[config.mk]
export PLATFORM = sky130hd
export DESIGN_NAME = timer_prescaler_reload_search_core_flat
export DESIGN_NICKNAME = d
export VERILOG_FILES = /design/src/rtl/core/tprs_pkg.sv /design/src/rtl/core/tprs_if.sv /design/src/rtl/core/timer_prescaler_reload_search_core.sv /design/src/rtl/core/tprs_div.sv /design/src/rtl/core/tprs_ctrl.sv /design/src/flat_wrapper.sv
export SDC_FILE = /design/constraint.sdc
export NUM_CORES = 2
export LEC_CHECK = 0
export BUFFER_PORTS_ARGS = -buffer_cell sky130_fd_sc_hd__buf_4
export CORE_UTILIZATION = 35
export DETAILED_ROUTE_END_ITERATION = 10
export SYNTH_ARGS = -nofsm -noshare
export SYNTH_HDL_FRONTEND = slang
export SYNTH_SLANG_ARGS = --single-unit
[constraint.sdc]
create_clock -name clk_i -period 9.48 [get_ports clk_i]
set_input_delay 0 -clock clk_i [delete_from_list [all_inputs] [get_ports clk_i]]
set_output_delay 0 -clock clk_i [all_outputs]
set_load 0.03 [all_outputs]
[src/rtl/core/tprs_pkg.sv]
// Shared types and constants for the timer prescaler/reload search core.
// Holds field widths, status codes, FSM states and the structs between modules.
// Depends on nothing.
package tprs_pkg;

  localparam int unsigned RELOAD_BITS = 32;

  localparam int unsigned CLK_W = 32;
  localparam int unsigned TGT_W = 43;
  localparam int unsigned LIM_W = 32;
  localparam int unsigned OUT_W = 32;
  localparam int unsigned TOT_W = 42;
  localparam int unsigned CNT_W = 22;
  localparam int unsigned FD_W  = 17;
  localparam int unsigned SQ_W  = 2 * CNT_W;
  localparam int unsigned DIV_STEPS_W = 6;

  localparam logic [TOT_W-1:0] MS_PER_HZ  = TOT_W'(1000);
  localparam logic [CNT_W-1:0] QUOT_MAX   = CNT_W'(65536);
  localparam logic [CNT_W-1:0] P2_START   = CNT_W'(65537);
  localparam logic [LIM_W:0]   RELOAD_CAP = (33'd1 << RELOAD_BITS) - 33'd1;

  localparam logic STATUS_OK   = 1'b0;
  localparam logic STATUS_FAIL = 1'b1;

  typedef enum logic [3:0] {
    ST_IDLE,
    ST_TOT_DIV,
    ST_TOT_WAIT,
    ST_P1_DIV,
    ST_P1_WAIT,
    ST_FAIL,
    ST_P2_SQ,
    ST_P2_TEST,
    ST_P2_WAIT,
    ST_DONE
  } state_e;

  typedef struct packed {
    logic             start;
    logic [TOT_W-1:0] dividend;
    logic [TGT_W-1:0] divisor;
  } div_req_t;

  typedef struct packed {
    logic             done;
    logic [TOT_W-1:0] quot;
    logic [TGT_W-1:0] rem;
  } div_rsp_t;

  typedef struct packed {
    logic             status;
    logic [OUT_W-1:0] prescaler;
    logic [OUT_W-1:0] reload;
  } result_t;

endpackage

[src/rtl/core/tprs_if.sv]
// Valid/ready channel interfaces for the search core: request and result.
// Depends on tprs_pkg for the field widths.
interface tprs_in_if;
  logic                            valid;
  logic                            ready;
  logic [tprs_pkg::CLK_W-1:0]      clock_hz;
  logic [tprs_pkg::TGT_W-1:0]      target_millihertz;
  logic [tprs_pkg::LIM_W-1:0]      reload_limit;

  modport source (output valid, output clock_hz, output target_millihertz,
                  output reload_limit, input ready);
  modport sink   (input valid, input clock_hz, input target_millihertz,
                  input reload_limit, output ready);
endinterface

interface tprs_out_if;
  logic                            valid;
  logic                            ready;
  logic                            status;
  logic [tprs_pkg::OUT_W-1:0]      prescaler;
  logic [tprs_pkg::OUT_W-1:0]      reload;

  modport source (output valid, output status, output prescaler, output reload,
                  input ready);
  modport sink   (input valid, input status, input prescaler, input reload,
                  output ready);
endinterface

[src/rtl/core/timer_prescaler_reload_search_core.sv]
// Timer prescaler/reload search core: top level with the result register.
// Depends on tprs_pkg, tprs_if, tprs_div and tprs_ctrl.
//
// Usage: one request beat on in_i (timer clock in Hz, target in mHz, reload
// limit) yields one result beat on out_o (status, prescaler, reload).
// in_i.ready is high only while the sequencer is idle; one request is in
// work at a time, and a new request is taken while the previous result
// still sits in the output register.
// A zero target is answered without a search. Otherwise the divider first
// forms the tick total, then tries one quotient per pass (up to 65536
// tries). If no exact pair exists and the total has no factor from 2 up
// to 65536, the divisor scan goes on, one candidate per divider pass, up
// to the square root of the total or the reload limit plus one, whichever
// is lower. Every try is one pass of the single bit-serial 42-bit divider.
// Reset clears the sequencer, the divider and the output valid flag.
// While out_o.ready is low the result holds in the output register; a
// finished search after it waits in the sequencer until the register frees.
module timer_prescaler_reload_search_core (
  input  logic  clk_i,
  input  logic  rst_ni,
  tprs_in_if.sink    in_i,
  tprs_out_if.source out_o
);

  tprs_pkg::div_req_t  div_req;
  tprs_pkg::div_rsp_t  div_rsp;
  tprs_pkg::result_t   res;
  tprs_pkg::result_t   out_q;
  logic                res_valid;
  logic                res_ready;
  logic                out_valid_q, out_valid_d;

  tprs_ctrl u_ctrl (
    .clk_i               (clk_i),
    .rst_ni              (rst_ni),
    .in_valid_i          (in_i.valid),
    .in_ready_o          (in_i.ready),
    .clock_hz_i          (in_i.clock_hz),
    .target_millihertz_i (in_i.target_millihertz),
    .reload_limit_i      (in_i.reload_limit),
    .div_req_o           (div_req),
    .div_rsp_i           (div_rsp),
    .res_valid_o         (res_valid),
    .res_ready_i         (res_ready),
    .res_o               (res)
  );

  tprs_div u_div (
    .clk_i  (clk_i),
    .rst_ni (rst_ni),
    .req_i  (div_req),
    .rsp_o  (div_rsp)
  );

  assign res_ready = !out_valid_q || out_o.ready;

  always_comb begin
    out_valid_d = out_valid_q;
    if (res_valid && res_ready) begin
      out_valid_d = 1'b1;
    end else if (out_o.ready) begin
      out_valid_d = 1'b0;
    end
  end

  always_ff @(posedge clk_i or negedge rst_ni) begin
    if (!rst_ni) begin
      out_valid_q <= 1'b0;
    end else begin
      out_valid_q <= out_valid_d;
    end
  end

  always_ff @(posedge clk_i) begin
    if (res_valid && res_ready) begin
      out_q <= res;
    end
  end

  assign out_o.valid     = out_valid_q;
  assign out_o.status    = out_q.status;
  assign out_o.prescaler = out_q.prescaler;
  assign out_o.reload    = out_q.reload;

endmodule

[src/rtl/core/tprs_div.sv]
// Shared restoring divider, one quotient bit per cycle, 42-bit dividend.
// Depends on tprs_pkg for div_req_t and div_rsp_t.
module tprs_div (
  input  logic                clk_i,
  input  logic                rst_ni,
  input  tprs_pkg::div_req_t  req_i,
  output tprs_pkg::div_rsp_t  rsp_o
);

  logic                            busy_q, busy_d;
  logic                            done_q, done_d;
  logic [tprs_pkg::DIV_STEPS_W-1:0] cnt_q, cnt_d;
  logic [tprs_pkg::TOT_W-1:0]      dvd_q, dvd_d;
  logic [tprs_pkg::TGT_W-1:0]      rem_q, rem_d;
  logic [tprs_pkg::TGT_W-1:0]      dsr_q, dsr_d;
  logic [tprs_pkg::TGT_W:0]        trial;
  logic                            ge;

  assign trial = {rem_q, dvd_q[tprs_pkg::TOT_W-1]};
  assign ge    = (trial >= {1'b0, dsr_q});

  always_comb begin
    busy_d = busy_q;
    done_d = 1'b0;
    cnt_d  = cnt_q;
    dvd_d  = dvd_q;
    rem_d  = rem_q;
    dsr_d  = dsr_q;
    if (req_i.start && !busy_q) begin
      busy_d = 1'b1;
      cnt_d  = tprs_pkg::DIV_STEPS_W'(tprs_pkg::TOT_W);
      dvd_d  = req_i.dividend;
      rem_d  = '0;
      dsr_d  = req_i.divisor;
    end else if (busy_q) begin
      dvd_d = {dvd_q[tprs_pkg::TOT_W-2:0], ge};
      rem_d = ge ? tprs_pkg::TGT_W'(trial - {1'b0, dsr_q}) : trial[tprs_pkg::TGT_W-1:0];
      cnt_d = cnt_q - tprs_pkg::DIV_STEPS_W'(1);
      if (cnt_q == tprs_pkg::DIV_STEPS_W'(1)) begin
        busy_d = 1'b0;
        done_d = 1'b1;
      end
    end
  end

  always_ff @(posedge clk_i or negedge rst_ni) begin
    if (!rst_ni) begin
      busy_q <= 1'b0;
      done_q <= 1'b0;
      cnt_q  <= '0;
    end else begin
      busy_q <= busy_d;
      done_q <= done_d;
      cnt_q  <= cnt_d;
    end
  end

  always_ff @(posedge clk_i) begin
    dvd_q <= dvd_d;
    rem_q <= rem_d;
    dsr_q <= dsr_d;
  end

  assign rsp_o.done = done_q;
  assign rsp_o.quot = dvd_q;
  assign rsp_o.rem  = rem_q;

endmodule

[src/rtl/core/tprs_ctrl.sv]
// Search sequencer: forms the tick total, scans quotients, then falls back
// to the smallest-divisor scan. Drives the shared divider. Depends on tprs_pkg.
module tprs_ctrl (
  input  logic                          clk_i,
  input  logic                          rst_ni,
  input  logic                          in_valid_i,
  output logic                          in_ready_o,
  input  logic [tprs_pkg::CLK_W-1:0]    clock_hz_i,
  input  logic [tprs_pkg::TGT_W-1:0]    target_millihertz_i,
  input  logic [tprs_pkg::LIM_W-1:0]    reload_limit_i,
  output tprs_pkg::div_req_t            div_req_o,
  input  tprs_pkg::div_rsp_t            div_rsp_i,
  output logic                          res_valid_o,
  input  logic                          res_ready_i,
  output tprs_pkg::result_t             res_o
);

  tprs_pkg::state_e                state_q, state_d;
  logic [tprs_pkg::TGT_W-1:0]      tgt_q, tgt_d;
  logic [tprs_pkg::LIM_W:0]        top_q, top_d;
  logic [tprs_pkg::TOT_W-1:0]      total_q, total_d;
  logic [tprs_pkg::CNT_W-1:0]      cnt_q, cnt_d;
  logic                            fd_valid_q, fd_valid_d;
  logic [tprs_pkg::FD_W-1:0]       fd_q, fd_d;
  logic [tprs_pkg::TOT_W-1:0]      fd_quot_q, fd_quot_d;
  logic [tprs_pkg::SQ_W-1:0]       sq_q, sq_d;
  tprs_pkg::result_t               res_q, res_d;

  logic                            accept;
  logic [tprs_pkg::LIM_W:0]        lim_sat;
  logic                            rem_zero;
  logic                            p1_hit;
  logic                            p2_stop;
  logic                            fd_in_range;

  assign accept   = in_valid_i && in_ready_o;
  assign lim_sat  = ({1'b0, reload_limit_i} > tprs_pkg::RELOAD_CAP) ?
                    tprs_pkg::RELOAD_CAP : {1'b0, reload_limit_i};
  assign rem_zero = (div_rsp_i.rem == '0);
  assign p1_hit   = rem_zero && (div_rsp_i.quot >= tprs_pkg::TOT_W'(2)) &&
                    (div_rsp_i.quot <= tprs_pkg::TOT_W'(top_q));
  assign p2_stop  = ((tprs_pkg::LIM_W + 1)'(cnt_q) > top_q) ||
                    (sq_q > tprs_pkg::SQ_W'(total_q));
  assign fd_in_range = ((tprs_pkg::LIM_W + 1)'(fd_q) <= top_q);

  // next state
  always_comb begin
    state_d = state_q;
    unique case (state_q)
      tprs_pkg::ST_IDLE: begin
        if (accept) begin
          state_d = (target_millihertz_i == '0) ? tprs_pkg::ST_DONE : tprs_pkg::ST_TOT_DIV;
        end
      end
      tprs_pkg::ST_TOT_DIV: state_d = tprs_pkg::ST_TOT_WAIT;
      tprs_pkg::ST_TOT_WAIT: begin
        if (div_rsp_i.done) begin
          if (top_q == (tprs_pkg::LIM_W + 1)'(1) || div_rsp_i.quot == '0) begin
            state_d = tprs_pkg::ST_DONE;
          end else begin
            state_d = tprs_pkg::ST_P1_DIV;
          end
        end
      end
      tprs_pkg::ST_P1_DIV: state_d = tprs_pkg::ST_P1_WAIT;
      tprs_pkg::ST_P1_WAIT: begin
        if (div_rsp_i.done) begin
          priority if (p1_hit) begin
            state_d = tprs_pkg::ST_DONE;
          end else if (cnt_q == tprs_pkg::QUOT_MAX) begin
            state_d = tprs_pkg::ST_FAIL;
          end else begin
            state_d = tprs_pkg::ST_P1_DIV;
          end
        end
      end
      tprs_pkg::ST_FAIL: begin
        state_d = fd_valid_q ? tprs_pkg::ST_DONE : tprs_pkg::ST_P2_SQ;
      end
      tprs_pkg::ST_P2_SQ: state_d = tprs_pkg::ST_P2_TEST;
      tprs_pkg::ST_P2_TEST: begin
        state_d = p2_stop ? tprs_pkg::ST_DONE : tprs_pkg::ST_P2_WAIT;
      end
      tprs_pkg::ST_P2_WAIT: begin
        if (div_rsp_i.done) begin
          state_d = rem_zero ? tprs_pkg::ST_DONE : tprs_pkg::ST_P2_SQ;
        end
      end
      tprs_pkg::ST_DONE: begin
        if (res_ready_i) begin
          state_d = tprs_pkg::ST_IDLE;
        end
      end
      default: state_d = tprs_pkg::ST_IDLE;
    endcase
  end

  // outputs
  always_comb begin
    in_ready_o         = 1'b0;
    res_valid_o        = 1'b0;
    div_req_o.start    = 1'b0;
    div_req_o.dividend = total_q;
    div_req_o.divisor  = tprs_pkg::TGT_W'(cnt_q);
    unique case (state_q)
      tprs_pkg::ST_IDLE: in_ready_o = 1'b1;
      tprs_pkg::ST_TOT_DIV: begin
        div_req_o.start   = 1'b1;
        div_req_o.divisor = tgt_q;
      end
      tprs_pkg::ST_P1_DIV: div_req_o.start = 1'b1;
      tprs_pkg::ST_P2_TEST: div_req_o.start = !p2_stop;
      tprs_pkg::ST_DONE: res_valid_o = 1'b1;
      default: ;
    endcase
  end

  assign res_o = res_q;

  // datapath
  always_comb begin
    tgt_d      = tgt_q;
    top_d      = top_q;
    total_d    = total_q;
    cnt_d      = cnt_q;
    fd_valid_d = fd_valid_q;
    fd_d       = fd_q;
    fd_quot_d  = fd_quot_q;
    sq_d       = sq_q;
    res_d      = res_q;
    unique case (state_q)
      tprs_pkg::ST_IDLE: begin
        tgt_d   = target_millihertz_i;
        top_d   = lim_sat + (tprs_pkg::LIM_W + 1)'(1);
        total_d = tprs_pkg::TOT_W'(clock_hz_i) * tprs_pkg::MS_PER_HZ;
        res_d   = '{status: tprs_pkg::STATUS_FAIL, prescaler: '0, reload: '0};
      end
      tprs_pkg::ST_TOT_WAIT: begin
        total_d    = div_rsp_i.quot;
        cnt_d      = tprs_pkg::CNT_W'(1);
        fd_valid_d = 1'b0;
        if (div_rsp_i.done && top_q != (tprs_pkg::LIM_W + 1)'(1) &&
            div_rsp_i.quot == '0) begin
          res_d.prescaler = '1;
        end
      end
      tprs_pkg::ST_P1_WAIT: begin
        if (div_rsp_i.done) begin
          if (rem_zero && cnt_q != tprs_pkg::CNT_W'(1) && !fd_valid_q) begin
            fd_valid_d = 1'b1;
            fd_d       = tprs_pkg::FD_W'(cnt_q);
            fd_quot_d  = div_rsp_i.quot;
          end
          if (p1_hit) begin
            res_d.status    = tprs_pkg::STATUS_OK;
            res_d.prescaler = tprs_pkg::OUT_W'(cnt_q - tprs_pkg::CNT_W'(1));
            res_d.reload    = tprs_pkg::OUT_W'(div_rsp_i.quot - tprs_pkg::TOT_W'(1));
          end
          cnt_d = cnt_q + tprs_pkg::CNT_W'(1);
        end
      end
      tprs_pkg::ST_FAIL: begin
        cnt_d = tprs_pkg::P2_START;
        if (fd_valid_q && fd_in_range) begin
          res_d.prescaler = tprs_pkg::OUT_W'(fd_quot_q - tprs_pkg::TOT_W'(1));
        end
      end
      tprs_pkg::ST_P2_SQ: sq_d = tprs_pkg::SQ_W'(cnt_q) * tprs_pkg::SQ_W'(cnt_q);
      tprs_pkg::ST_P2_WAIT: begin
        if (div_rsp_i.done) begin
          if (rem_zero) begin
            res_d.prescaler = tprs_pkg::OUT_W'(div_rsp_i.quot - tprs_pkg::TOT_W'(1));
          end
          cnt_d = cnt_q + tprs_pkg::CNT_W'(1);
        end
      end
      default: ;
    endcase
  end

  always_ff @(posedge clk_i or negedge rst_ni) begin
    if (!rst_ni) begin
      state_q    <= tprs_pkg::ST_IDLE;
      fd_valid_q <= 1'b0;
    end else begin
      state_q    <= state_d;
      fd_valid_q <= fd_valid_d;
    end
  end

  always_ff @(posedge clk_i) begin
    tgt_q     <= tgt_d;
    top_q     <= top_d;
    total_q   <= total_d;
    cnt_q     <= cnt_d;
    fd_q      <= fd_d;
    fd_quot_q <= fd_quot_d;
    sq_q      <= sq_d;
    res_q     <= res_d;
  end

endmodule

[src/flat_wrapper.sv]
// flat-port wrapper written by rule: the top's interface ports become plain ports
module timer_prescaler_reload_search_core_flat 
  (clk_i, rst_ni, in_i_valid, in_i_clock_hz, in_i_target_millihertz, in_i_reload_limit, in_i_ready, out_o_valid, out_o_status, out_o_prescaler, out_o_reload, out_o_ready);
  tprs_in_if in_i_i ();
  tprs_out_if out_o_i ();
  input  logic clk_i;
  input  logic rst_ni;
  input wire logic [$bits(in_i_i.valid)-1:0] in_i_valid;
  input wire logic [$bits(in_i_i.clock_hz)-1:0] in_i_clock_hz;
  input wire logic [$bits(in_i_i.target_millihertz)-1:0] in_i_target_millihertz;
  input wire logic [$bits(in_i_i.reload_limit)-1:0] in_i_reload_limit;
  output wire logic [$bits(in_i_i.ready)-1:0] in_i_ready;
  output wire logic [$bits(out_o_i.valid)-1:0] out_o_valid;
  output wire logic [$bits(out_o_i.status)-1:0] out_o_status;
  output wire logic [$bits(out_o_i.prescaler)-1:0] out_o_prescaler;
  output wire logic [$bits(out_o_i.reload)-1:0] out_o_reload;
  input wire logic [$bits(out_o_i.ready)-1:0] out_o_ready;
  assign in_i_i.valid = in_i_valid;
  assign in_i_i.clock_hz = in_i_clock_hz;
  assign in_i_i.target_millihertz = in_i_target_millihertz;
  assign in_i_i.reload_limit = in_i_reload_limit;
  assign in_i_ready = in_i_i.ready;
  assign out_o_valid = out_o_i.valid;
  assign out_o_status = out_o_i.status;
  assign out_o_prescaler = out_o_i.prescaler;
  assign out_o_reload = out_o_i.reload;
  assign out_o_i.ready = out_o_ready;
  timer_prescaler_reload_search_core u_core (.clk_i(clk_i), .rst_ni(rst_ni), .in_i(in_i_i), .out_o(out_o_i));
endmodule
==> impl_metrics.tcl <==
set metrics [dict create \
    status "finished, final reports clean" \
    grt_max_degree 66 \
    antenna_found_initial 3 \
    holdCritStartpoint "in_i_valid" \
    ys_async_sr_fraction_pct 2.78 \
    max_freq_mhz 123 \
    synth_edf_count 447 \
    drt_iter0_markers 2730 \
    netlist_instances 4283 \
    ioPinCount 178 \
    overflow 0 \
    hold_violations 0 \
    finalSetupViolCount 0 \
    max_cap_violations 0 \
    cts.clk_slew.worst_paths_ns 0.07 \
    grtUsageTotal_pct 19.2 \
    die-area_um2 131000 \
    place_area_um2 48700 \
    seq_area_um2 14600 \
    htreeDepth 2 \
    yosysSeqAreaShare_pct 32.3 \
    vias 32600 \
    criticalPathCategory "reg -> reg" \
    grt_pass1_vias 33300 \
    multi_input_area_um2 27700 \
    syn_area_per_cell_um2 10.6 \
    rsz0062_at_grt "false" \
    io_buffers 177 \
    startpoint_type "register" \
    cts_tree "yes" \
    final_nets 5521 \
    arrival_ns 8.48 \
    clk_latency_ns 0.66 \
    synth_top_area_share_pct 29.6 \
    root_buffer "clkbuf_16" \
    layout_commonest_cell "inv_1" \
    drc_errors 0 \
    row_count 131 \
    clock_sinks 504 \
    ys_ff_latch 504 \
    drtPass1Iterations 5 \
    viasPerCell 5.18 \
    final_core_util_pct 40.2 \
    hold_class "in -> reg" \
    ys.flop_type "edfxtp_1" \
    start_util_pct 35.4 \
    ant_nets 0 \
    syn2layout_area_growth_pct 13.5 \
    cts_buffer_depth 3 \
    die_h_um 362 \
    finalWirelength_um 125000 \
    fin_setup_tns_ns 0 \
    syn-cell-area_um2 45400 \
    place_hpwl_um 98000 \
    fin_area_um2 51500 \
    ys_top_cells_by_area "edfxtp_1 30%, fa_1 21%, ha_1 11%" \
    startpoint "u_core.u_ctrl.cnt_q[19]$_DFFE_PP_" \
    fillers 12400 \
    cp_max_fo 17 \
    syn-num-nets 5277 \
    antennaDiodeCount 0 \
    cts_buffers 53 \
    max_slew_margin_pct 21.5 \
    layout_common_cells "659 x inv_1, 467 x fa_1, 447 x edfxtp_1, 416 x ha_1, 332 x nand2_1" \
    wire_per_inst_um 19.8 \
    finalMaxSlewViolations 0 \
    end_kind "register" \
    fin_crit_sh_pct 85.7 \
    yosysWarningCount 0 \
    crit_required_ns 9.84 \
    fp.coreArea_um2 128000 \
    fin_crit_ns 8.12 \
    gp_congestion 0.906 \
    r2r_start "u_core.u_ctrl.cnt_q[19]$_DFFE_PP_" \
    die_w_um 362 \
    synth_top_cell_by_area "edfxtp_1" \
    drive_above_1_share_pct 8.49 \
    grt_pass1_wl_um 196000 \
    synth.distinct_cells 105 \
    skew_ns 0.0576 \
    worst_pin_slew_ns 1.17 \
]
synthesized netlist by cell type, types with 93 or more instances:
library cell and number:
inv_1 661, fa_1 467, edfxtp_1 447, ha_1 416
nand2_1 333, nor2_1 232, a21oi_1 188, xnor2_1 157
clkbuf_1 109, and2_1 102, a21o_1 95, o21ai_0 93
path summary, 6_finish.rpt:
check	to	slack (ns)	cells after the start
setup / recovery	u_core.u_ctrl.sq_q[43]$_DFFE_PP_	1.36	23
setup reg to reg	u_core.u_ctrl.sq_q[43]$_DFFE_PP_	1.36	23
max in group asynchronous	u_core.u_div.busy_q$_DFF_PN0_	8.41	3
hold / removal	u_core.u_ctrl.state_q[3]$_DFFE_PN0P_	0.07	5
min in group asynchronous	u_core.u_div.cnt_q[0]$_DFFE_PN0P_	0.54	3
hold reg to reg	u_core.out_o.reload[23]$_DFFE_PP_	0.41	0
sequential cells by signal, summed over array words and instances, names as in the netlist:
register and cells:
u_core.u_div.dsr_q 43, u_core.u_ctrl.fd_q 17, u_core.out_o.prescaler 32, u_core.out_o.reload 32, u_core.u_ctrl.state_q 4, u_core.u_div.rem_q 43
u_core.u_div.cnt_q 6, u_core.u_ctrl.fd_quot_q 32, u_core.u_ctrl.res_o 65, u_core.u_ctrl.sq_q 43, u_core.u_ctrl.tgt_q 43, u_core.u_div.dvd_q 42
u_core.u_ctrl.total_q 42, u_core.u_ctrl.fd_valid_q 1, u_core.out_o.valid 1, u_core.out_o.status 1, u_core.u_ctrl.cnt_q 22, u_core.u_div.done_q 1
u_core.u_ctrl.top_q 33, u_core.u_div.busy_q 1
critical path, stage by stage (launching register included):
cell	delay [ns]
edfxtp_1	1.03
buf_4	0.39
nand2_1	0.13
fa_1	0.53
inv_1	0.05
fa_1	0.50
inv_1	0.06
fa_1	0.53
inv_1	0.05
fa_1	0.52
fa_1	0.45
fa_1	0.54
inv_1	0.05
fa_1	0.54
inv_1	0.05
ha_1	0.38
and3_1	0.21
nand3_1	0.13
nor4b_1	0.50
o21ai_0	0.27
nand4b_1	0.23
a41oi_1	0.24
o31ai_1	0.34
xnor2_1	0.10
logic make-up (layout without fill, tap and decap cells):
kind of cell	after synthesis	after routing	synth area share [%]
xor+xnor	243	243	4.69
compound gates	642	642	9.61
mux	112	112	2.62
buf+inv	807	1095	6.80
simple gates	1091	1091	11.9
fa+ha+maj	884	884	32.1
flops	504	504	32.3
repair_timing:
action,in CTS,in global routing
endpoints found under the hold margin,95,0
endpoints found under the setup margin,0,0
gates resized for setup,0,0
hold buffers,103,0
setup buffers,0,0
layer usage:
metal / share of wire, % / global-route usage [%] / vias up
li1: - / - / 15100
met1: 44 / 26.4 / 16300
met2: 48 / 32.0 / 1032
met3: 6.1 / 2.55 / 154
met4: 2.3 / 4.53 / 2
met5: 0.0080 / 0 / -
area by class of cell:
class | count | share of cell area, %
sequential | 504 | 28.4
timing repair buffer | 329 | 5.30
clock inverter | 37 | 0.765
multi-input combinational | 2972 | 53.8
tap | 1729 | 4.20
clock buffer | 62 | 2.64
inverter | 667 | 4.86
through the flow:
| step | setup slack [ns] | hold WS (ns) | instances |
|---|---|---|---|
| 2_1_floorplan | 0.634 | -0.296 | 4283 |
| 3_3_place_gp | 1.64 | -0.123 | 6098 |
| 3_5_place_dp | 1.48 | -0.121 | 6098 |
| 4_1_cts | 1.40 | 0.00224 | 6300 |
| 5_1_grt | 0.945 | 0.0731 | 6300 |
| 6_report | 1.36 | 0.0668 | 6300 |
Power is left out: the tool's default activity adds up to more than one toggle a clock period on the data nets, which glitch-free logic cannot reach.
